==> config.mk <==
export PLATFORM = sky130hd
export DESIGN_NAME = hierarchical_core_packing_allocator
export DESIGN_NICKNAME = d
export VERILOG_FILES = /design/src/rtl/hcpa_pkg.sv /design/src/rtl/hcpa_ctrl.sv /design/src/rtl/hcpa_dp.sv /design/src/rtl/hierarchical_core_packing_allocator.sv
export SDC_FILE = /design/constraint.sdc
export NUM_CORES = 1
export LEC_CHECK = 0
export BUFFER_PORTS_ARGS = -buffer_cell sky130_fd_sc_hd__buf_2
export CORE_MARGIN = 1
export CORE_UTILIZATION = 45
export DETAILED_ROUTE_END_ITERATION = 10
export GPL_TIMING_DRIVEN = 0
export HOLD_SLACK_MARGIN = 0.05
export PLACE_DENSITY = 0.6
export SKIP_CTS_REPAIR_TIMING = 1
export SLEW_MARGIN = 20
export SYNTH_ARGS = -nofsm -noshare
export SYNTH_HDL_FRONTEND = slang
export SYNTH_SLANG_ARGS = --single-unit
==> constraint.sdc <==
create_clock -name clk -period 6.3 [get_ports clk]
set_clock_uncertainty 0.15 [all_clocks]
set_input_delay 0 -clock clk [delete_from_list [all_inputs] [get_ports clk]]
set_output_delay 0 -clock clk [all_outputs]
set_load 0.1 [all_outputs]
==> src/rtl/hcpa_pkg.sv <==
// ----------------------------------------------------------------------------
// hcpa_pkg
// Shared types and codes for the hierarchical core packing allocator.
// ----------------------------------------------------------------------------
package hcpa_pkg;

  localparam logic [1:0] CMD_ALLOC = 2'd0;
  localparam logic [1:0] CMD_BIND  = 2'd1;
  localparam logic [1:0] CMD_FREE  = 2'd2;
  localparam logic [1:0] CMD_ADOPT = 2'd3;

  localparam logic [1:0] ST_CHOSEN = 2'd0;
  localparam logic [1:0] ST_NOFIT  = 2'd1;
  localparam logic [1:0] ST_DONE   = 2'd2;
  localparam logic [1:0] ST_SAT    = 2'd3;

  localparam logic [1:0] TIER_SOCKET = 2'd0;
  localparam logic [1:0] TIER_NODE   = 2'd1;
  localparam logic [1:0] TIER_ANY    = 2'd2;

  // Kind of result offered by the controller.
  localparam logic [1:0] KIND_CHOSEN = 2'd0;
  localparam logic [1:0] KIND_NOFIT  = 2'd1;
  localparam logic [1:0] KIND_UPDATE = 2'd2;

  localparam int MAX_REQ = 32;

  typedef enum logic [3:0] {
    S_IDLE,     // waiting for a command
    S_UPD,      // walk cores for bind, free or adopt
    S_CHECK,    // host free check
    S_WIN,      // check the counters of the current window
    S_SCAN,     // count free cores in the current window
    S_EMIT,     // walk the chosen window and emit cores
    S_NOFIT,    // emit one no-fit result
    S_RESULT    // emit the update result
  } hcpa_state_t;

  // Commands from controller to datapath.
  typedef struct packed {
    logic load;        // capture the input item
    logic upd_step;    // update the core at the cursor
    logic scan_start;  // set the cursor to the window top, clear tally
    logic scan_step;   // step the cursor and count a free core
    logic emit_start;  // restart the cursor at the window top
    logic emit_step;   // step to the next core, counting the current one if free
    logic next_window; // move on to the next candidate window
  } hcpa_cmd_t;

  // Status from datapath to controller.
  typedef struct packed {
    logic       is_alloc;
    logic       host_ok;    // request nonzero, in range and fits the host
    logic       at_bottom;  // cursor is at the window bottom
    logic       win_ok;     // window counters allow the request
    logic       win_found;  // tally plus the core at the cursor reaches the request
    logic       no_window;  // all windows tried
    logic       cur_free;   // core at the cursor is unbound
    logic       emit_last;  // current emit is the final one
  } hcpa_stat_t;

endpackage

==> src/rtl/hcpa_ctrl.sv <==
// ----------------------------------------------------------------------------
// hcpa_ctrl
// Sequencer for updates, window searches and result delivery.
// ----------------------------------------------------------------------------
module hcpa_ctrl
  import hcpa_pkg::*;
(
  input  logic        clk,
  input  logic        rst_n,
  input  logic        in_valid,
  output logic        in_ready,
  output logic        res_valid,
  input  logic        res_ready,
  output logic [1:0]  res_kind,   // chosen, no fit or update
  input  hcpa_stat_t  stat,
  output hcpa_cmd_t   cmd
);

  hcpa_state_t state_r, state_nxt;

  always_ff @(posedge clk) begin
    if (!rst_n) begin
      state_r <= S_IDLE;
    end else begin
      state_r <= state_nxt;
    end
  end

  always_comb begin
    state_nxt = state_r;
    cmd       = '0;
    in_ready  = 1'b0;
    res_valid = 1'b0;
    res_kind  = KIND_CHOSEN;
    case (state_r)
      S_IDLE: begin
        in_ready = 1'b1;
        if (in_valid) begin
          cmd.load  = 1'b1;
          state_nxt = S_CHECK;
        end
      end
      S_CHECK: begin
        if (!stat.is_alloc) begin
          state_nxt = S_UPD;
        end else if (!stat.host_ok) begin
          state_nxt = S_NOFIT;
        end else begin
          state_nxt = S_WIN;
        end
      end
      S_UPD: begin
        cmd.upd_step = 1'b1;
        if (stat.at_bottom) begin
          state_nxt = S_RESULT;
        end
      end
      S_WIN: begin
        if (stat.no_window) begin
          state_nxt = S_NOFIT;
        end else if (!stat.win_ok) begin
          cmd.next_window = 1'b1;
        end else begin
          cmd.scan_start = 1'b1;
          state_nxt      = S_SCAN;
        end
      end
      S_SCAN: begin
        if (stat.win_found) begin
          cmd.emit_start = 1'b1;
          state_nxt      = S_EMIT;
        end else if (stat.at_bottom) begin
          cmd.next_window = 1'b1;
          state_nxt       = S_WIN;
        end else begin
          cmd.scan_step = 1'b1;
        end
      end
      S_EMIT: begin
        if (stat.cur_free) begin
          res_valid = 1'b1;
          res_kind  = KIND_CHOSEN;
          if (res_ready) begin
            cmd.emit_step = 1'b1;
            if (stat.emit_last) begin
              state_nxt = S_IDLE;
            end
          end
        end else begin
          cmd.emit_step = 1'b1;
        end
      end
      S_NOFIT: begin
        res_valid = 1'b1;
        res_kind  = KIND_NOFIT;
        if (res_ready) begin
          state_nxt = S_IDLE;
        end
      end
      S_RESULT: begin
        res_valid = 1'b1;
        res_kind  = KIND_UPDATE;
        if (res_ready) begin
          state_nxt = S_IDLE;
        end
      end
      default: begin
        state_nxt = S_IDLE;
      end
    endcase
  end

endmodule

==> src/rtl/hcpa_dp.sv <==
// ----------------------------------------------------------------------------
// hcpa_dp
// Counters, cursor, window walk and request tally.
// ----------------------------------------------------------------------------
module hcpa_dp
  import hcpa_pkg::*;
#(
  parameter int NODES            = 2,
  parameter int SOCKETS_PER_NODE = 2,
  parameter int CORES_PER_SOCKET = 8,
  parameter int COUNT_WIDTH      = 8
) (
  input  logic        clk,
  input  logic        rst_n,
  input  logic [1:0]  in_command,
  input  logic [5:0]  in_request_count,
  input  logic [31:0] in_core_mask,
  input  hcpa_cmd_t   cmd,
  output hcpa_stat_t  stat,
  output logic [4:0]  cur_index,
  output logic [1:0]  cur_tier,
  output logic        sat
);

  localparam int TS  = NODES * SOCKETS_PER_NODE;
  localparam int TC  = TS * CORES_PER_SOCKET;
  localparam int CPN = SOCKETS_PER_NODE * CORES_PER_SOCKET;
  localparam int CW  = (TC > 1) ? $clog2(TC) : 1;
  localparam int SW  = (TS > 1) ? $clog2(TS) : 1;
  localparam int NW  = (NODES > 1) ? $clog2(NODES) : 1;
  localparam int UW  = $clog2(TC + 1) + COUNT_WIDTH + 1;  // used totals with room for req
  localparam int WN  = TS + NODES + 1;        // number of windows
  localparam int WW  = $clog2(WN + 1);
  localparam logic [COUNT_WIDTH-1:0] CMAX = '1;

  logic [COUNT_WIDTH-1:0] cnt_r [TC];
  logic [UW-1:0] sock_r [TS];
  logic [UW-1:0] node_r [NODES];
  logic [UW-1:0] host_r;

  logic [1:0]  op_r;
  logic [5:0]  req_r;
  logic [31:0] mask_r;
  logic        sat_r;
  logic [CW-1:0] cur_r;
  logic [5:0]  tally_r;
  logic [WW-1:0] win_r;   // sockets high down, then nodes, then host

  // Window bounds and used total.
  logic [CW-1:0] w_hi, w_lo;
  logic [UW-1:0] w_used, w_size;
  logic [1:0]    w_tier;
  logic [SW-1:0] ws;
  logic [NW-1:0] wn;
  always_comb begin
    ws = '0; wn = '0;
    if (win_r < WW'(TS)) begin
      ws     = SW'(TS - 1 - int'(win_r));
      w_hi   = CW'((int'(ws) + 1) * CORES_PER_SOCKET - 1);
      w_lo   = CW'(int'(ws) * CORES_PER_SOCKET);
      w_used = sock_r[ws];
      w_size = UW'(CORES_PER_SOCKET);
      w_tier = TIER_SOCKET;
    end else if (win_r < WW'(TS + NODES)) begin
      wn     = NW'(TS + NODES - 1 - int'(win_r));
      w_hi   = CW'((int'(wn) + 1) * CPN - 1);
      w_lo   = CW'(int'(wn) * CPN);
      w_used = node_r[wn];
      w_size = UW'(CPN);
      w_tier = TIER_NODE;
    end else begin
      w_hi   = CW'(TC - 1);
      w_lo   = '0;
      w_used = host_r;
      w_size = UW'(TC);
      w_tier = TIER_ANY;
    end
  end

  // A socket window also needs its node to pass the node check.
  logic [NW-1:0] ws_node;
  always_comb begin
    ws_node = '0;
    for (int n = 1; n < NODES; n++) begin
      if (int'(ws) >= n * SOCKETS_PER_NODE) ws_node = NW'(n);
    end
  end
  logic node_of_sock_ok;
  assign node_of_sock_ok = (node_r[ws_node] + UW'(req_r)) <= UW'(CPN);

  logic cur_free;
  assign cur_free = (cnt_r[cur_r] == '0);

  assign stat.is_alloc  = (op_r == CMD_ALLOC);
  assign stat.host_ok   = (req_r != 6'd0) && (req_r <= 6'(MAX_REQ))
                          && ((host_r + UW'(req_r)) <= UW'(TC));
  assign stat.at_bottom = (cur_r == w_lo);
  assign stat.win_ok    = ((w_used + UW'(req_r)) <= w_size)
                          && ((win_r >= WW'(TS)) || node_of_sock_ok);
  assign stat.win_found = ((tally_r + 6'(cur_free)) == req_r);
  assign stat.no_window = (win_r == WW'(WN));
  assign stat.cur_free  = cur_free;
  assign stat.emit_last = (tally_r == req_r - 6'd1);

  assign cur_index = 5'(cur_r);
  assign cur_tier  = w_tier;
  assign sat       = sat_r;

  // Socket and node of the cursor core, found by comparing against the
  // unit boundaries.
  logic [SW-1:0] cs;
  logic [NW-1:0] cn;
  logic          mbit;
  always_comb begin
    cs = '0;
    for (int s = 1; s < TS; s++) begin
      if (int'(cur_r) >= s * CORES_PER_SOCKET) cs = SW'(s);
    end
  end
  always_comb begin
    cn = '0;
    for (int n = 1; n < NODES; n++) begin
      if (int'(cur_r) >= n * CPN) cn = NW'(n);
    end
  end
  assign mbit = (int'(cur_r) < 32) ? mask_r[5'(cur_r)] : 1'b0;

  // Update step: decide direction for the core at the cursor.
  logic up, dn;
  always_comb begin
    up = 1'b0; dn = 1'b0;
    if (mbit) begin
      case (op_r)
        CMD_BIND:  up = (cnt_r[cur_r] != CMAX);
        CMD_FREE:  dn = !cur_free;
        CMD_ADOPT: up = cur_free;
        default:   ;
      endcase
    end
  end

  always_ff @(posedge clk) begin
    if (!rst_n) begin
      for (int i = 0; i < TC; i++) cnt_r[i] <= '0;
      for (int i = 0; i < TS; i++) sock_r[i] <= '0;
      for (int i = 0; i < NODES; i++) node_r[i] <= '0;
      host_r <= '0;
      sat_r  <= 1'b0;
    end else begin
      if (cmd.load) begin
        sat_r <= 1'b0;
      end
      if (cmd.upd_step) begin
        if (mbit && ((op_r == CMD_BIND && !up) || (op_r == CMD_FREE && !dn))) begin
          sat_r <= 1'b1;
        end
        if (up) begin
          cnt_r[cur_r] <= cnt_r[cur_r] + 1'b1;
          sock_r[cs]   <= sock_r[cs] + 1'b1;
          node_r[cn]   <= node_r[cn] + 1'b1;
          host_r       <= host_r + 1'b1;
        end else if (dn) begin
          cnt_r[cur_r] <= cnt_r[cur_r] - 1'b1;
          sock_r[cs]   <= sock_r[cs] - 1'b1;
          node_r[cn]   <= node_r[cn] - 1'b1;
          host_r       <= host_r - 1'b1;
        end
      end
    end
  end

  always_ff @(posedge clk) begin
    if (cmd.load) begin
      op_r    <= in_command;
      req_r   <= in_request_count;
      mask_r  <= in_core_mask;
      win_r   <= (in_command == CMD_ALLOC) ? '0 : WW'(TS + NODES);
      cur_r   <= CW'(TC - 1);
      tally_r <= '0;
    end
    if (cmd.upd_step) begin
      cur_r <= cur_r - 1'b1;
    end
    if (cmd.scan_start || cmd.emit_start) begin
      cur_r   <= w_hi;
      tally_r <= '0;
    end
    if (cmd.scan_step) begin
      cur_r   <= cur_r - 1'b1;
      tally_r <= tally_r + 6'(cur_free);
    end
    if (cmd.emit_step) begin
      cur_r   <= cur_r - 1'b1;
      tally_r <= tally_r + 6'(cur_free);
    end
    if (cmd.next_window) begin
      win_r <= win_r + 1'b1;
    end
  end

endmodule

==> src/rtl/hierarchical_core_packing_allocator.sv <==
// ----------------------------------------------------------------------------
// hierarchical_core_packing_allocator
// Core allocator with per-core bind counts and socket, node, host totals.
// ----------------------------------------------------------------------------
// Usage: an input transfer on in_valid/in_ready carries a command, a request
// count and a core mask. Allocate yields request_count result transfers of
// chosen cores (or one no-fit result); bind, free and adopt yield one result.
// out_last marks the final result transfer of each command.
// One command at a time. Updates walk every core, one a cycle, then offer the
// result; the next command is taken once the result has transferred. An
// allocate checks the counters of each candidate window in turn (sockets, then
// nodes, then the host), scans each window that passes to count its free cores,
// then rescans the chosen window to emit, one core a cycle unless the receiver
// stalls a free core.
// Results leave from the controller state directly; when the receiver stalls
// the cursor and state hold until out_ready. Reset clears all counters at once.
// ----------------------------------------------------------------------------
module hierarchical_core_packing_allocator
  import hcpa_pkg::*;
#(
  parameter int NODES            = 2,
  parameter int SOCKETS_PER_NODE = 2,
  parameter int CORES_PER_SOCKET = 8,
  parameter int COUNT_WIDTH      = 8
) (
  input  logic        clk,
  input  logic        rst_n,
  input  logic        in_valid,
  output logic        in_ready,
  input  logic [1:0]  in_command,
  input  logic [5:0]  in_request_count,
  input  logic [31:0] in_core_mask,
  output logic        out_valid,
  input  logic        out_ready,
  output logic [1:0]  out_status,
  output logic [4:0]  out_core_index,
  output logic [1:0]  out_tier,
  output logic        out_last
);

  hcpa_cmd_t  cmd;
  hcpa_stat_t stat;
  logic [1:0] kind;
  logic [4:0] idx;
  logic [1:0] tr;
  logic       sat;

  hcpa_ctrl u_ctrl (
    .clk, .rst_n, .in_valid, .in_ready,
    .res_valid(out_valid), .res_ready(out_ready), .res_kind(kind),
    .stat, .cmd
  );

  hcpa_dp #(
    .NODES(NODES), .SOCKETS_PER_NODE(SOCKETS_PER_NODE),
    .CORES_PER_SOCKET(CORES_PER_SOCKET), .COUNT_WIDTH(COUNT_WIDTH)
  ) u_dp (
    .clk, .rst_n, .in_command, .in_request_count, .in_core_mask,
    .cmd, .stat, .cur_index(idx), .cur_tier(tr), .sat
  );

  always_comb begin
    case (kind)
      KIND_CHOSEN: begin
        out_status     = ST_CHOSEN;
        out_core_index = idx;
        out_tier       = tr;
        out_last       = stat.emit_last;
      end
      KIND_NOFIT: begin
        out_status     = ST_NOFIT;
        out_core_index = '0;
        out_tier       = '0;
        out_last       = 1'b1;
      end
      default: begin
        out_status     = sat ? ST_SAT : ST_DONE;
        out_core_index = '0;
        out_tier       = '0;
        out_last       = 1'b1;
      end
    endcase
  end

endmodule

==> impl_metrics.py, run 1 <==
metrics = {
    "logic_synthesis": {
        "syn_area_um2": 23930,
        "synth_cell_types": 87,
        "synthXorXnorAreaFrac_pct": 2.928,
        "synth_fp_nets": 2166,
        "synth_seq_area_share_pct": 52.20,
        "yosys_register_bits": 424,
        "yosys.area_share.simple_pct": 14.91,
        "netlist_instances": 2039,
        "synth-async-reset-ratio_pct": 0,
        "syn_avg_cell_area_um2": 11.74,
        "synth_top_family_by_area": "simple AND/OR/NAND/NOR gates",
        "synthMuxAreaShare_pct": 13.70,
        "ys_warn_count": 0,
        "synth_compound_area_share_pct": 8.412,
        "synthFlopType": "edfxtp_1",
        "synth_adder_area_share_pct": 4.559,
        "synth-edff-count": 400,
    },
    "critical_path": {
        "arrival_ns": 6.57,
        "path_max_fanout": 14,
        "crit_path_top_delay_cell": "a41oi_1",
        "critPathRequiredTime_ns": 6.68,
        "worstSetupPathType": "reg2reg",
        "worstSetupEndpointType": "register",
        "critical_path.max_stage_delay_ns": 0.73,
        "critPathLaunchType": "register",
        "cp_cell_sequence": "buf_4 > clkbuf_2 > mux4_2 > mux4_2 > a41oi_1 > o211a_1 > o21bai_4 > inv_4 > ha_1 > a21o_1 > a21o_1 > a2111oi_2 > nor3_1 > a41o_1 > o41ai_4 > mux2i_1 > o21ai_0 > a21oi_1",
    },
    "cts": {
        "htree_levels": 2,
        "cts_inserted_buffers": 48,
        "cts_tree": "built",
        "path_clk_slew_ns": 0.07,
        "insertion_delay_ns": 0.62,
        "clock_path_buffers": 3,
        "clock-sinks": 424,
        "cts-root-buf": "clkbuf_16",
    },
    "sta": {
        "finalCritPeriodShare_pct": 98.24,
        "tightest_slew_ns": 1.116,
        "fmax_mhz": 161.6,
        "hold_viol_final": 0,
        "relSlewSlack_pct": 25.10,
        "finalSetupViolations": 0,
        "min_period_ns": 6.189,
        "final_max_slew_viol_count": 0,
    },
    "route": {
        "highest_layer": "met4",
        "wl_per_cell_um": 27.10,
        "viasPerCell": 6.246,
        "vias": 18480,
        "firstDrtPassIters": 5,
        "dr_wl_met2_um": 39500,
        "wl_met1_um": 30410,
        "ant_nets": 0,
        "wirelength_um": 80160,
        "first_iter_violations": 2066,
        "route.met3.wl_um": 6378,
        "drc": 0,
    },
    "grt": {
        "grt_pass1_wl_um": 114600,
        "grt_max_degree": 42,
        "grt_pass1_vias": 17940,
        "grtUsageTotal_pct": 29.10,
        "antenna_found_initial": 1,
        "grt-ovfl-total": 0,
    },
    "die": {
        "core-area_um2": 52550,
        "chipWidth_um": 232.6,
        "pin_count": 56,
        "design.die.area_um2": 54110,
        "die_h_um": 232.6,
        "rows": 84,
        "start_util_pct": 45.54,
    },
    "layout": {
        "finalNetCount": 2362,
        "finish.instance_area_um2": 27800,
        "area_growth_pct": 16.18,
        "n_antenna_cell": 0,
        "drive_gt1_share_pct": 16.30,
    },
    "place": {
        "port_buffers": 54,
        "gp_congestion": 0.9866,
        "dp_hpwl_um": 56470,
        "placed_area_um2": 25100,
    },
    "hold_path": {
        "hp-class": "in2reg",
    },
    "power": {
        "power.density_nw_per_um2": 358.8,
        "power.total_mw": 9.976,
        "p_leak_nw": 10.16,
        "peakVddDrop_v": 0.0004745,
    },
    "run": {
        "cap_viol_max_count": 0,
    },
    "run_status": {
        "status": "completed",
    },
}
## cell families after synthesis
logic type	after synthesis
AOI/OAI and AO/OA	295
xor gates and xnor gates	80
adders and majority gates	83
buffers and inverters	184
DFF	424
muxes	227
and+or+nand+nor	746
## power breakdown
group / internal [mW] / switching [mW] / total (mW) / leakage (nW)
Sequential: 3.35 / 0.160 / 3.51 / 4.27
Combinational: 1.20 / 2.47 / 3.67 / 5.16
Clock: 1.59 / 1.20 / 2.79 / 0.724
## area by class of cell
class / count / area (um2)
Timing Repair Buffer: 147 / 1179
Sequential cell: 424 / 12490
Buffer: 145 / 730.7
Clock buffer: 60 / 1267
Multi-Input combinational cell: 1431 / 10870
Tap cell: 688 / 860.8
Clock inverter: 25 / 250.2
Fill cell: 4614 / 24750
Inverter: 38 / 150.1
## worst paths after layout
path                                             startpoint                           end  slack (ns)  cells past startpoint
worst min-delay path                          in_command[1]       u_dp.win_r[1]$_DFFE_PP_        0.24                      4
worst max-delay path                               register  u_dp.host_r[13]$_SDFFE_PN0P_        0.11                     18
worst min register to register  u_dp.host_r[2]$_SDFFE_PN0P_   u_dp.host_r[2]$_SDFFE_PN0P_        0.43                      2
worst max register to register                     register  u_dp.host_r[13]$_SDFFE_PN0P_        0.11                     18
## synthesized netlist by cell type, drive strengths merged (4+ instances only)
library cell | instances | share of area (%)
a22oi | 18 | 0.56
clkbuf | 86 | 1.3
o22ai | 8 | 0.21
nor4 | 6 | 0.16
fa | 7 | 0.59
a21oi | 55 | 1.2
nor3 | 224 | 4.7
or2 | 16 | 0.42
nand2 | 88 | 1.4
o211ai | 13 | 0.41
a211oi | 11 | 0.35
o21bai | 6 | 0.19
a21o | 14 | 0.44
buf | 60 | 1.3
dfxtp | 24 | 2.0
nand3 | 56 | 1.2
and2 | 8 | 0.21
nand2b | 19 | 0.50
nand4b | 4 | 0.15
o41ai | 5 | 0.18
mux2i | 100 | 4.2
and3 | 9 | 0.24
inv | 37 | 0.58
xnor2 | 46 | 1.7
ha | 76 | 4.0
o21a | 19 | 0.60
nand3b | 8 | 0.27
nor2b | 22 | 0.58
or3 | 10 | 0.26
nor2 | 246 | 3.9
o2111ai | 7 | 0.28
mux4 | 75 | 7.1
o31ai | 7 | 0.22
o21ai | 69 | 1.4
mux2 | 52 | 2.5
a31oi | 7 | 0.18
a22o | 5 | 0.18
a221oi | 6 | 0.25
nand4 | 10 | 0.26
edfxtp | 400 | 50
or4 | 5 | 0.16
xor2 | 34 | 1.2
o22a | 5 | 0.18
## metal layers
metal  GRT usage (%)  up-vias
li1                -     8154
met1           35.74     9184
met2           49.25      920
met3           5.061      217
met4           14.54        0
met5               0        -
## registers in the layout, summed over array words and instances, names as in the netlist, named ones only
register	count
u_dp.host_r	15
u_dp.cur_index	5
u_dp.node_r	30
u_dp.op_r	2
u_dp.sat	1
u_dp.tally_r	6
u_ctrl.state_r	3
u_dp.sock_r	60
u_dp.req_r	6
u_dp.mask_r	32
u_dp.win_r	3
u_dp.cnt_r	256
## metrics by stage
stage / setup TNS [ns] / hold WS (ns) / utilization [%] / std cells / worst slack, ns
after floorplan: 0 / -0.05113 / - / 2039 / 0.6811
after global placement: -451.39 / 0.02728 / 47.69 / 2781 / -2.211
after detailed placement: -359.69 / 0.02836 / 47.76 / 2786 / -1.909
after CTS: -377.66 / -0.6115 / 50.65 / 2871 / -1.976
after global routing: -0.02395 / 0.2676 / 52.91 / 2958 / -0.02395
final: 0 / 0.2414 / 52.91 / 2958 / 0.1106
## worst max-delay path, delay by kind of cell (launching register included)
family	cells	cell delay, ns
AOI/OAI and AO/OA	10	2.94
adders and majority gates	1	0.29
and+or+nand+nor	1	0.13
DFF	1	0.47
muxes	3	1.24
buffers and inverters	3	0.88
## placed cells by master (no fill, tap or decap), types with 18 or more instances in the layout
cell and n:
xnor2_1 45, nor2_1 244, a21oi_1 55, xor2_1 33
clkbuf_1 85, clkbuf_16 49, dfxtp_1 22, o21a_1 19
nand2_1 84, inv_1 34, mux2i_1 100, nor3_1 224
o21ai_1 32, nand2b_1 19, o21ai_0 36, a22oi_1 18
nand3_1 52, mux2_2 51, mux4_2 75, edfxtp_1 400
buf_2 87, dlygate4sd3_1 84, ha_1 76, nor2b_1 21
No activity file was read; power rests on OpenSTA's default activity.
==> run 2: changes to the inputs <==
ABC_AREA = 1   (was default)
==> impl_metrics.py, run 2 <==
metrics = {
    "logic_synthesis": {
        "synth_seq_area_share_pct": 51.98,
        "synth-edff-count": 400,
        "synthMuxAreaShare_pct": 0,
        "synth_adder_area_share_pct": 4.540,
        "yosys_register_bits": 424,
        "synth_area_leaders": "edfxtp_1, nand2_1, nor2_1",
        "yosys-top-cells-count": "nand2_1, nor2_1, edfxtp_1",
        "synth_fp_nets": 2977,
        "synth-async-reset-ratio_pct": 0,
        "synthXorXnorAreaFrac_pct": 2.603,
        "syn_avg_cell_area_um2": 8.433,
        "ys_warn_count": 0,
        "synth_cell_types": 51,
        "yosys.area.top_type_share_pct": 49.98,
        "synth_compound_area_share_pct": 6.794,
        "synth_top_area_cell": "edfxtp_1",
        "syn_area_um2": 24030,
        "synthFlopType": "edfxtp_1",
        "yosys.area_share.simple_pct": 28.75,
        "synth_top_family_by_area": "simple AND/OR/NAND/NOR gates",
        "netlist_instances": 2850,
        "synth_most_common_cell": "nand2_1",
    },
    "route": {
        "first_iter_violations": 2202,
        "ant_nets": 0,
        "drc": 0,
        "vias": 21210,
        "wirelength_um": 82900,
        "firstDrtPassIters": 7,
        "wl_per_cell_um": 22.03,
        "viasPerCell": 5.636,
    },
    "grt": {
        "grtUsageTotal_pct": 29.95,
        "grt_pass1_wl_um": 119900,
        "grt_max_degree": 39,
        "grt-ovfl-total": 0,
        "antenna_found_initial": 0,
        "grt_pass1_vias": 19480,
    },
    "sta": {
        "finalCritPeriodShare_pct": 94.73,
        "relSlewSlack_pct": 26.50,
        "final_max_slew_viol_count": 0,
        "tightest_slew_ns": 1.095,
        "hold_viol_final": 0,
        "min_period_ns": 5.968,
        "finalSetupViolations": 0,
        "fmax_mhz": 167.6,
    },
    "critical_path": {
        "critPathLaunchType": "register",
        "path_max_fanout": 35,
        "worstSetupEndpointType": "register",
        "critPathRequiredTime_ns": 6.48,
        "arrival_ns": 6.15,
        "worstSetupPathType": "reg2reg",
    },
    "cts": {
        "htree_levels": 2,
        "cts_inserted_buffers": 47,
        "cts-root-buf": "clkbuf_16",
        "cts_tree": "built",
        "path_clk_slew_ns": 0.06,
        "clock_path_buffers": 3,
        "clock-sinks": 424,
        "insertion_delay_ns": 0.61,
    },
    "die": {
        "start_util_pct": 45.64,
        "chipWidth_um": 233.1,
        "die_h_um": 233.1,
        "pin_count": 56,
        "rows": 84,
        "design.die.area_um2": 54340,
        "core-area_um2": 52660,
    },
    "layout": {
        "area_growth_pct": 14.60,
        "mostFrequentLayoutCells": "nand2_1, nor2_1, edfxtp_1",
        "mostFrequentLayoutCell": "nand2_1",
        "finalNetCount": 3165,
        "final-instance-count-excl-fill": 3764,
        "multi_input_area_um2": 10290,
        "biggestRegsByFlops": "u_dp.cnt_r: 256 flops, u_dp.sock_r: 60 flops, u_dp.mask_r: 32 flops",
        "drive_gt1_share_pct": 7.737,
        "regMostFlops": "u_dp.cnt_r",
        "regArea_um2": 12490,
        "n_antenna_cell": 0,
        "fillCellCount": 4882,
        "largest_reg_flops": 256,
    },
    "run_status": {
        "status": "completed",
    },
    "hold_path": {
        "hp-class": "in2reg",
    },
    "run": {
        "cap_viol_max_count": 0,
    },
    "power": {
        "p_leak_nw": 11.66,
        "peakVddDrop_v": 0.0002514,
        "power.total_mw": 10.89,
        "power.density_nw_per_um2": 395.3,
    },
    "place": {
        "gp_congestion": 0.9410,
        "placedCellCount": 3595,
        "dp_hpwl_um": 58610,
        "port_buffers": 55,
    },
}
[run 2: path summary, 6_finish.rpt]
kind | endpoint | slack, ns | cells past startpoint | start
setup / recovery | u_dp.cnt_r[7][6]$_SDFFCE_PN0P_ | 0.33 | 22 | register
hold / removal | u_dp.host_r[0]$_SDFFE_PN0P_ | 0.006 | 4 | rst_n
setup reg to reg | u_dp.cnt_r[7][6]$_SDFFCE_PN0P_ | 0.33 | 22 | register
hold reg to reg | u_dp.sat$_SDFF_PN0_ | 0.31 | 2 | u_dp.sat$_SDFF_PN0_
[run 2: area by class of cell]
type | instances | area share [%]
repair buffers | 140 | 4.120
multi-input cells | 2104 | 37.35
plain buffers | 126 | 2.003
clock buffers | 66 | 4.674
inverters | 195 | 2.667
clock inverters | 21 | 0.7041
well taps | 688 | 3.125
flip-flops and latches | 424 | 45.36
[run 2: per-stage QoR]
stage	area (um2)	util, %	hold WS, ns	setup WS (ns)	setup TNS, ns
finish	27540	52.31	0.005697	0.3322	0
global placement	25170	47.80	0.02715	-0.4213	-36.83
detailed placement	25200	47.87	0.02872	-0.5356	-56.26
floorplan	24030	-	-0.05113	1.847	0
global route	27540	52.31	0.06958	-0.004868	-0.004868
CTS	26690	50.68	-0.6067	-0.5549	-61.67
[run 2: cells by family after synthesis]
kind of cell,count (synthesis)
AOI/OAI and AO/OA,286
xor gates and xnor gates,69
adders and majority gates,83
buffers and inverters,322
DFF,424
and+or+nand+nor,1666
[run 2: power by group]
group | switching (mW) | internal, mW | leakage (nW)
registers | 0.146 | 3.32 | 4.27
logic | 3.58 | 1.13 | 6.67
clock network | 1.20 | 1.52 | 0.718
[run 2: per-layer routing]
layer | share of wire, % | GRT usage (%)
met1 | 40 | 37.77
met2 | 49 | 51.92
met4 | 4.0 | 11.29
met3 | 7.4 | 4.126
met5 | 0 | 0
[run 2: worst max-delay path, stage by stage, from the launching register on]
cell and delay, ns:
dfxtp_1 0.29, buf_2 0.18, inv_1 0.16, clkbuf_1 0.69
nand3_1 0.24, nand2_1 0.15, nand2_1 0.06, nand2_1 0.14
o21ai_0 0.09, nand2_1 0.13, nor2_1 0.11, nand2_1 0.22
nand3_2 0.35, inv_4 0.49, ha_1 0.38, a21oi_1 0.15
o21ai_0 0.14, a21oi_1 0.15, nor2_1 0.05, nor2_1 0.18
xor2_2 0.49, clkbuf_1 0.51, nor2_1 0.12
